File: src/djhkt_pkg.sv
// Package for the djb2 hashed key table unit: sizes, codes and key functions.
// Has no dependencies; used by the top level and the port checker.
`timescale 1ns / 1ps

package djhkt_pkg;

    localparam int TABLE_SIZE     = 16;
    localparam int KEY_CHARS      = 8;
    localparam int KEY_W          = 64;
    localparam int FUNC_W         = 2;
    localparam int STATUS_W       = 2;
    localparam int BUCKET_FIELD_W = 4;
    localparam int COUNT_FIELD_W  = 5;
    localparam int BUCKET_W       = $clog2(TABLE_SIZE);
    localparam int COUNT_W        = $clog2(TABLE_SIZE + 1);
    localparam int HASH_START     = 5381;
    localparam int HASH_SHIFT     = 5;

    typedef logic [KEY_W-1:0]    key_t;
    typedef logic [BUCKET_W-1:0] bucket_idx_t;
    typedef logic [COUNT_W-1:0]  count_t;

    typedef enum logic [FUNC_W-1:0] {
        FUNC_INSERT = 2'd0,
        FUNC_DELETE = 2'd1,
        FUNC_QUERY  = 2'd2
    } func_t;

    typedef enum logic [STATUS_W-1:0] {
        RES_OK      = 2'd0,
        RES_TAKEN   = 2'd1,
        RES_MISSING = 2'd2
    } result_t;

    typedef enum logic [1:0] {
        ST_EMPTY    = 2'd0,
        ST_OCCUPIED = 2'd1,
        ST_DELETED  = 2'd2
    } bucket_state_t;

    // Clears every byte from the first zero byte on and every byte past KEY_CHARS.
    function automatic key_t normalize_key(input key_t raw);
        key_t out;
        logic done;
        out  = '0;
        done = 1'b0;
        for (int i = 0; i < KEY_CHARS; i++) begin
            if (raw[8*i +: 8] == 8'd0) begin
                done = 1'b1;
            end
            if (!done) begin
                out[8*i +: 8] = raw[8*i +: 8];
            end
        end
        return out;
    endfunction

    // Only the low bits of the hash select the bucket, so they are all that is kept.
    function automatic bucket_idx_t hash_bucket(input key_t key);
        bucket_idx_t h;
        logic done;
        h    = BUCKET_W'(HASH_START);
        done = 1'b0;
        for (int i = 0; i < KEY_CHARS; i++) begin
            if (key[8*i +: 8] == 8'd0) begin
                done = 1'b1;
            end
            if (!done) begin
                h = (h << HASH_SHIFT) + h + BUCKET_W'(key[8*i +: 8]);
            end
        end
        return h;
    endfunction

endpackage

File: src/djb2_hashed_key_table_unit.sv
// Top level of the djb2 hashed key table unit: bucket memories and request pipeline.
// Depends on djhkt_pkg.
`timescale 1ns / 1ps

// The unit takes one item per cycle as long as the result side keeps up, and returns
// each result in order through its output register. The first stage hashes the key and
// reads the bucket's key and status from the memories into registers; the second stage decides,
// writes the bucket back and loads the output register, forwarding its write to a
// following item that reads the same bucket. Bucket status is cleared at reset through
// one valid flag per bucket, so no clearing pass is needed and items are taken at once.
module djb2_hashed_key_table_unit (
    input  logic                                 clk,
    input  logic                                 rst_n,
    input  logic                                 in_valid,
    output logic                                 in_stall,
    input  logic [djhkt_pkg::FUNC_W-1:0]         func,
    input  logic [djhkt_pkg::KEY_W-1:0]          id_key,
    output logic                                 out_valid,
    input  logic                                 out_stall,
    output logic [djhkt_pkg::STATUS_W-1:0]       status,
    output logic [djhkt_pkg::BUCKET_FIELD_W-1:0] bucket,
    output logic [djhkt_pkg::COUNT_FIELD_W-1:0]  live_count
);
    import djhkt_pkg::*;

    key_t          key_mem [TABLE_SIZE];
    bucket_state_t state_mem [TABLE_SIZE];
    logic [TABLE_SIZE-1:0] written_reg;

    logic          accept;
    logic          advance;
    logic          out_free;
    key_t          in_key;
    bucket_idx_t   in_bucket;

    logic          s1_valid_reg;
    func_t         s1_func_reg;
    key_t          s1_key_reg;
    bucket_idx_t   s1_bucket_reg;
    key_t          rd_key_reg;
    bucket_state_t rd_state_reg;

    count_t        count_reg;
    count_t        count_next;
    logic          key_we;
    logic          state_we;
    bucket_state_t wr_state;
    result_t       result;
    logic          match;

    logic          out_valid_reg;
    result_t       status_reg;
    bucket_idx_t   bucket_reg;
    count_t        live_count_reg;

    assign in_key    = normalize_key(id_key);
    assign in_bucket = hash_bucket(in_key);
    assign out_free  = !out_valid_reg || !out_stall;
    assign advance   = s1_valid_reg && out_free;
    assign in_stall  = s1_valid_reg && !out_free;
    assign accept    = in_valid && !in_stall;

    always_ff @(posedge clk or negedge rst_n)
    begin
        if (!rst_n)
        begin
            s1_valid_reg  <= 1'b0;
            out_valid_reg <= 1'b0;
            count_reg     <= '0;
            written_reg   <= '0;
        end
        else
        begin
            s1_valid_reg <= accept || (s1_valid_reg && !advance);
            if (advance)
            begin
                out_valid_reg <= 1'b1;
                count_reg     <= count_next;
            end
            else if (!out_stall)
            begin
                out_valid_reg <= 1'b0;
            end
            if (state_we)
            begin
                written_reg[s1_bucket_reg] <= 1'b1;
            end
        end
    end

    always_ff @(posedge clk)
    begin
        if (accept)
        begin
            s1_func_reg   <= func_t'(func);
            s1_key_reg    <= in_key;
            s1_bucket_reg <= in_bucket;
            if (key_we && s1_bucket_reg == in_bucket)
            begin
                rd_key_reg <= s1_key_reg;
            end
            else
            begin
                rd_key_reg <= key_mem[in_bucket];
            end
            if (state_we && s1_bucket_reg == in_bucket)
            begin
                rd_state_reg <= wr_state;
            end
            else if (written_reg[in_bucket])
            begin
                rd_state_reg <= state_mem[in_bucket];
            end
            else
            begin
                rd_state_reg <= ST_EMPTY;
            end
        end
        if (key_we)
        begin
            key_mem[s1_bucket_reg] <= s1_key_reg;
        end
        if (state_we)
        begin
            state_mem[s1_bucket_reg] <= wr_state;
        end
    end

    always_comb
    begin
        match      = (rd_state_reg == ST_OCCUPIED) && (rd_key_reg == s1_key_reg);
        count_next = count_reg;
        key_we     = 1'b0;
        state_we   = 1'b0;
        wr_state   = ST_OCCUPIED;
        result     = RES_MISSING;
        case (s1_func_reg)
            FUNC_INSERT:
            begin
                if (rd_state_reg == ST_OCCUPIED)
                begin
                    result = RES_TAKEN;
                end
                else
                begin
                    result     = RES_OK;
                    key_we     = advance;
                    state_we   = advance;
                    wr_state   = ST_OCCUPIED;
                    count_next = count_reg + 1'b1;
                end
            end
            FUNC_DELETE:
            begin
                if (match)
                begin
                    result     = RES_OK;
                    state_we   = advance;
                    wr_state   = ST_DELETED;
                    count_next = count_reg - 1'b1;
                end
            end
            default:
            begin
                result = match ? RES_OK : RES_MISSING;
            end
        endcase
    end

    always_ff @(posedge clk)
    begin
        if (advance)
        begin
            status_reg     <= result;
            bucket_reg     <= s1_bucket_reg;
            live_count_reg <= count_next;
        end
    end

    assign out_valid  = out_valid_reg;
    assign status     = STATUS_W'(status_reg);
    assign bucket     = BUCKET_FIELD_W'(bucket_reg);
    assign live_count = COUNT_FIELD_W'(live_count_reg);

endmodule

File: config.mk
export PLATFORM = sky130hd
export DESIGN_NAME = djb2_hashed_key_table_unit
export DESIGN_NICKNAME = d
export VERILOG_FILES = /design/src/djhkt_pkg.sv /design/src/djb2_hashed_key_table_unit.sv
export SDC_FILE = /design/constraint.sdc
export NUM_CORES = 1
export LEC_CHECK = 0
export ABC_AREA = 1
export BUFFER_PORTS_ARGS = -buffer_cell sky130_fd_sc_hd__buf_2
export CORE_ASPECT_RATIO = 2
export CORE_UTILIZATION = 30
export CTS_BUF_LIST = sky130_fd_sc_hd__clkbuf_8
export DETAILED_ROUTE_END_ITERATION = 8
export PLACE_DENSITY_LB_ADDON = 0.12
export SLEW_MARGIN = 20
export SYNTH_ARGS = -nofsm -noshare
export SYNTH_HDL_FRONTEND = slang
export SYNTH_SLANG_ARGS = --single-unit
File: constraint.sdc
create_clock -name clk -period 6.25 [get_ports clk]
set_clock_uncertainty 0.1 [all_clocks]
set_input_delay 1.875 -clock clk [delete_from_list [all_inputs] [get_ports clk]]
set_output_delay 1.875 -clock clk [all_outputs]
set_load 0.05 [all_outputs]
==> impl_metrics.csv, run 1 <==
group,metric,value,unit
run_status,status,"finished, violations left",
run_status,violations,"setup timing",
final_layout,syn_to_final_growth,22.62,%
die,die_area,179200,µm²
global_route,grt_max_degree,75,
sta,fmaxAchievable,117.0,MHz
die,dieWidth,299.9,µm
detailed_routing,vias,37116,
detailed_routing,postRouteAntennaNets,0,
final_layout,largest_register_ffs,1024,
global_route,track_usage,0.2095,
global_route,grt_overflow,0,
final_layout,final_cell_count_no_fill,7651,
run,drv_cap,0,
placed_design,gp_congestion,0.8307,
die,coreArea,176200,µm²
setup_path,cp_common_cell,"nand2_2",
clocking,numCtsBuffers,192,
clocking,cts.clk_slew.worst_paths,70,ps
placed_design,dp_hpwl,110100,µm
setup_path,worstSetupStartpointType,"primary input",
clocking,cts_root_buffer,"clkbuf_8",
setup_path,crit_required,6800,ps
setup_path,cp.arrival,9090,ps
detailed_routing,finalWirelength,189100,µm
sta,fin_crit_sh,1.367,
global_route,antenna_found_initial,2,
global_route,grt_first_pass_wirelength,270300,µm
die,fp-row-count,218,
sta,finalSetupViolCount,69,
die,dieHeight,597.7,µm
clocking,htree_num_levels,4,
setup_path,critPathKind,"in2reg",
placed_design,post-place-cells,7260,
logic_synthesis,synth_warnings,0,
setup_path,cpPeakStageDelay,520,ps
logic_synthesis,syn_nets,4824,
sta,slew_viol_final,0,
clocking,clock_path_buffers,4,
clocking,clk_latency,920,ps
logic_synthesis,syn_area_per_cell,11.28,µm²
detailed_routing,viasPerCell,4.851,
detailed_routing,wl_per_cell,24.72,µm
logic_synthesis,ys_seq_area_frac,0.6894,
hold_path,worst_hold_path_type,"reg2reg",
setup_path,critPathMaxFanout,7,
logic_synthesis,syn_inst,4721,
logic_synthesis,ys_types,40,
detailed_routing,drt_iter0_markers,2442,
setup_path,cp_slowest_cell,"fa_1",
global_route,grt_pass1_vias,37707,
sta,period_needed,8545,ps
sta,slew_headroom,0.2406,
sta,fin_hold_ws,363.7,ps
die,io_pins,83,
final_layout,fin_nets,5309,
detailed_routing,dr.pass1.iters,6,
placed_design,dp_slack,-3321,ps
sta,final_hold_viol_count,0,
clocking,cts_tree,"done",
sta,tightest_slew,1136,ps
setup_path,worstSetupEndpointType,"flip-flop",
final_layout,drive_gt1_frac,0.1944,
placed_design,io_buffers,82,
sta,fin_ws,-2295,ps
logic_synthesis,synth-seq-cells,1226,
sta,rsz0062_at_grt,"true",
detailed_routing,drc_errors,0,
clocking,clock_sinks,1226,
logic_synthesis,netlist_area,53230,µm²
die,initial_utilization,0.3021,
worst max-delay path, delay by kind of cell:
family / cells / cell delay [ps]
XOR/XNOR: 1 / 140
buffers and inverters: 14 / 1080
AND/OR/NAND/NOR: 30 / 2500
AO/OA/AOI/OAI: 1 / 160
adder cells (fa/ha/maj): 9 / 3300
worst paths after layout:
kind / start / endpoint / slack [ps] / cells past startpoint
hold reg to reg: written_reg[15]$_DFFE_PN0P_ / written_reg[15]$_DFFE_PN0P_ / 360 / 2
setup / recovery: id_key[1] / rd_key_reg[23]$_DFFE_PP_ / -2290 / 55
hold / removal: written_reg[15]$_DFFE_PN0P_ / written_reg[15]$_DFFE_PN0P_ / 360 / 2
max in group asynchronous: rst_n / written_reg[0]$_DFFE_PN0P_ / 4680 / 1
min in group asynchronous: rst_n / count_reg[1]$_DFFE_PN0P_ / 920 / 1
setup reg to reg: s1_key_reg[12]$_DFFE_PP_ / live_count[1]$_DFFE_PP_ / 1900 / 11
final cells by class:
class / count / area [µm²]
tap: 2310 / 2890
clock inverter: 134 / 621.8
sequential: 1226 / 36700
clock buffer: 193 / 2656
multi-input combinational: 2660 / 14130
timing repair buffer: 536 / 5981
antenna: 2 / 5.005
inverter: 590 / 2292
fill: 17449 / 110900
layer usage:
layer  track usage  routed length, µm  part of all wire
met1        0.2536              77150              0.41
met2        0.3822              98540              0.52
met3       0.02243               7079             0.037
met4       0.07161               6337             0.034
met5             0                  0                 0
synth_stat cells (all sizes together):
master   instances  area, µm²
a22oi            1      7.510
buf            178      977.2
o21ai           35      175.2
nand3b           5      37.54
nand4           25      186.4
or2             39      244.0
o211ai         385       2890
xor2            36      315.3
a21o             1      7.510
clkinv           1      3.750
nor2           143      593.1
a31oi            4      25.02
dfrtp           23      575.6
nor3            16      80.08
o2111ai          1      8.760
fa               7      140.1
and2             1      6.260
nand2         1404       5288
clkbuf          67      251.5
edfxtp        1203      36120
inv            589       2211
xnor2           13      113.9
a21oi            3      15.01
ha              26      325.3
nor4            26      162.7
nand3          489       2470
logic make-up after synthesis:
family / synth area share
buffers and inverters: 0.06468
and+or+nand+nor: 0.1703
xor gates and xnor gates: 0.008062
adders and majority gates: 0.008743
AOI/OAI and AO/OA: 0.05878
DFF: 0.6894
cells in the final DEF, fill, tap and decap left out, types with 4 or more instances in the layout:
cell	Yosys	layout
buf_12	0	99
buf_16	0	40
buf_2	136	76
buf_4	23	304
buf_6	7	10
buf_8	0	6
clkbuf_8	0	193
clkinv_1	1	59
clkinv_2	0	19
dfrtp_1	23	23
edfxtp_1	1203	1203
fa_1	7	4
ha_1	26	20
ha_4	0	5
inv_1	584	621
inv_2	5	11
nand2_1	1399	1252
nand2_2	4	106
nand2_4	1	44
nand3_1	486	462
nand3_2	2	25
nand3b_1	5	5
nand4_1	23	23
nor2_1	136	110
nor2_2	1	4
nor2_4	5	28
nor3_1	16	16
nor4_1	26	26
o211ai_1	385	385
o21ai_0	34	33
or2_2	37	33
or2_4	0	4
xnor2_1	13	11
xor2_1	36	36
per-stage QoR:
| step | cell area [µm²] | TNS, ps | util |
|---|---|---|---|
| after global placement | 59810 | -217700 | 0.3394 |
| final | 65280 | -151420 | 0.3705 |
| after floorplan | 53440 | -174520 | - |
| after detailed placement | 59810 | -222180 | 0.3394 |
| after global routing | 65280 | -173030 | 0.3705 |
| after CTS | 64710 | -139310 | 0.3672 |
repair_timing:
item / CTS / global route
pin swaps: 61 / 74
setup buffers: 30 / 8
hold buffers: 0 / 0
gates resized for setup: 166 / 151
cloned: 27 / 0
endpoints found under the setup margin: 69 / 69
Power of run 1 is not shown: default switching activity piles up to over one toggle a cycle in this logic, so the estimate is an artifact.
==> inputs of run 2 (changes only) <==
- SLEW_MARGIN: 20 -> not set
- TNS_END_PERCENT: not set -> 20
==> run 2 against run 1 <==
Net effect: the flow still finishes with violations (setup timing); sequential share of layout area is 0.16 points higher; register-to-register slack better by 360 ps; highest routed layer unchanged; utilization is 0.11 points lower; worst setup slack better by 190 ps; largest cell class unchanged; global-route usage is 0.45 points lower; non-clock buffer count is 10 higher; fmax is 2.2% higher; via count is 1.0% lower; die area stayed put; cell count is 0.13% higher.
==> impl_metrics.csv, run 2 (synthesis gave the netlist of run 1 again) <==
group,metric,value,unit
sta,finalSetupViolCount,69,
hold_path,worst_hold_path_type,"reg2reg",
clocking,numCtsBuffers,194,
clocking,clk_latency,940,ps
clocking,htree_num_levels,4,
die,dieHeight,597.7,µm
global_route,grt_max_degree,69,
sta,slew_headroom,0.2966,
die,die_area,179200,µm²
setup_path,cp_slowest_cell,"fa_2",
global_route,grt_overflow,0,
clocking,cts_tree,"done",
final_layout,stdcell_area,65090,µm²
final_layout,syn_to_final_growth,22.27,%
sta,final_hold_viol_count,0,
detailed_routing,wl_per_cell,24.24,µm
clocking,cts_root_buffer,"clkbuf_8",
detailed_routing,drc_errors,0,
final_layout,final_cell_mix,"nand2_1 (1,329), edfxtp_1 (1,203), inv_1 (617), nand3_1 (455), o211ai_1 (385)",
setup_path,rr_endpoint,"rd_state_reg[1]$_DFFE_PP_",
detailed_routing,finalWirelength,185700,µm
detailed_routing,postRouteAntennaNets,0,
global_route,grt_pass1_vias,37332,
die,fp-row-count,218,
setup_path,cp_common_cell,"nand2_2",
setup_path,cpPeakStageDelay,590,ps
sta,fin_ws,-2110,ps
setup_path,worstSetupEndpointType,"flip-flop",
setup_path,critPathKind,"in2reg",
setup_path,worstSetupStartpointType,"primary input",
detailed_routing,dr.pass1.iters,6,
die,coreArea,176200,µm²
setup_path,rr_worst_depth,14,
setup_path,cp.arrival,8940,ps
run_status,violations,"setup timing",
sta,fmaxAchievable,119.6,MHz
run_status,status,"finished, violations left",
setup_path,crit_required,6830,ps
setup_path,reg2reg_from,"s1_key_reg[54]$_DFFE_PP_",
setup_path,worstSetupStartpoint,"id_key[15]",
sta,period_needed,8360,ps
global_route,antenna_found_initial,3,
placed_design,io_buffers,82,
clocking,cts.clk_slew.worst_paths,70,ps
final_layout,mostFrequentLayoutCell,"nand2_1",
sta,slew_viol_final,0,
detailed_routing,drt_iter0_markers,2341,
global_route,track_usage,0.2050,
clocking,cts_hold_buf,0,
global_route,grt_first_pass_wirelength,265200,µm
setup_path,endpoint,"rd_key_reg[63]$_DFFE_PP_",
sta,fin_crit_sh,1.338,
final_layout,fin_nets,5323,
final_layout,drive_gt1_frac,0.1862,
sta,rsz0062_at_grt,"true",
setup_path,critPathMaxFanout,10,
final_layout,largest_register_ffs,1024,
detailed_routing,viasPerCell,4.795,
die,io_pins,83,
sta,tightest_slew,1052,ps
placed_design,placedInstanceArea,59770,µm²
die,dieWidth,299.9,µm
die,initial_utilization,0.3021,
detailed_routing,vias,36734,
clocking,clock_sinks,1226,
placed_design,gp_congestion,0.8690,
run,drv_cap,0,
setup_path,rrSetupSlack,2260,ps
placed_design,dp_hpwl,112100,µm
clocking,clock_path_buffers,4,
run 2: cell type report:
class | count | area [µm²]
diodes | 2 | 5.005
well taps | 2310 | 2890
fillers | 17513 | 111100
flip-flops and latches | 1226 | 36700
clock buffers | 199 | 2739
multi-input cells | 2660 | 13810
inverters | 590 | 2311
clock inverters | 126 | 755.7
repair buffers | 546 | 5844
repair inverters | 2 | 31.28
run 2: worst min-delay path by stage:
stage | from | end | cells after the start
2_1_floorplan | written_reg[0]$_DFFE_PN0P_ | written_reg[0]$_DFFE_PN0P_ | 2
3_3_place_gp | written_reg[7]$_DFFE_PN0P_ | written_reg[7]$_DFFE_PN0P_ | 2
3_5_place_dp | written_reg[0]$_DFFE_PN0P_ | written_reg[0]$_DFFE_PN0P_ | 2
4_1_cts | written_reg[0]$_DFFE_PN0P_ | written_reg[0]$_DFFE_PN0P_ | 2
5_1_grt | written_reg[6]$_DFFE_PN0P_ | written_reg[6]$_DFFE_PN0P_ | 2
6_report | written_reg[0]$_DFFE_PN0P_ | written_reg[0]$_DFFE_PN0P_ | 2
run 2: critical path, delay by kind of cell:
family        cells  cell delay [ps]
buf+inv          10              860
fa+ha+maj         8             3480
simple gates     26             2690
run 2: through the flow:
stage          hold WS (ps)  setup slack, ps  std cells  utilization  setup TNS, ps
2_1_floorplan         327.4            -2578       4721            -        -175390
3_3_place_gp          341.2            -3360       7265       0.3392        -227210
3_5_place_dp          344.6            -3386       7265       0.3392        -229400
4_1_cts               358.4            -2069       7647       0.3671        -137740
5_1_grt               385.4            -2390       7661       0.3694        -159860
6_report              356.5            -2110       7661       0.3694        -140490
run 2: routing by layer:
layer	track usage	wire length [µm]
met2	0.3772	97750
met3	0.02439	6231
met1	0.2420	74940
met5	0	0
met4	0.07449	6747
run 2: repair_timing:
action	CTS	global route
pin swaps	97	26
resized for setup	157	64
buffers inserted	43	9
gates cloned	15	4
setup endpoints to repair	69	69
endpoints found under the hold margin	0	0
Power of run 2 is left out for the same reason.
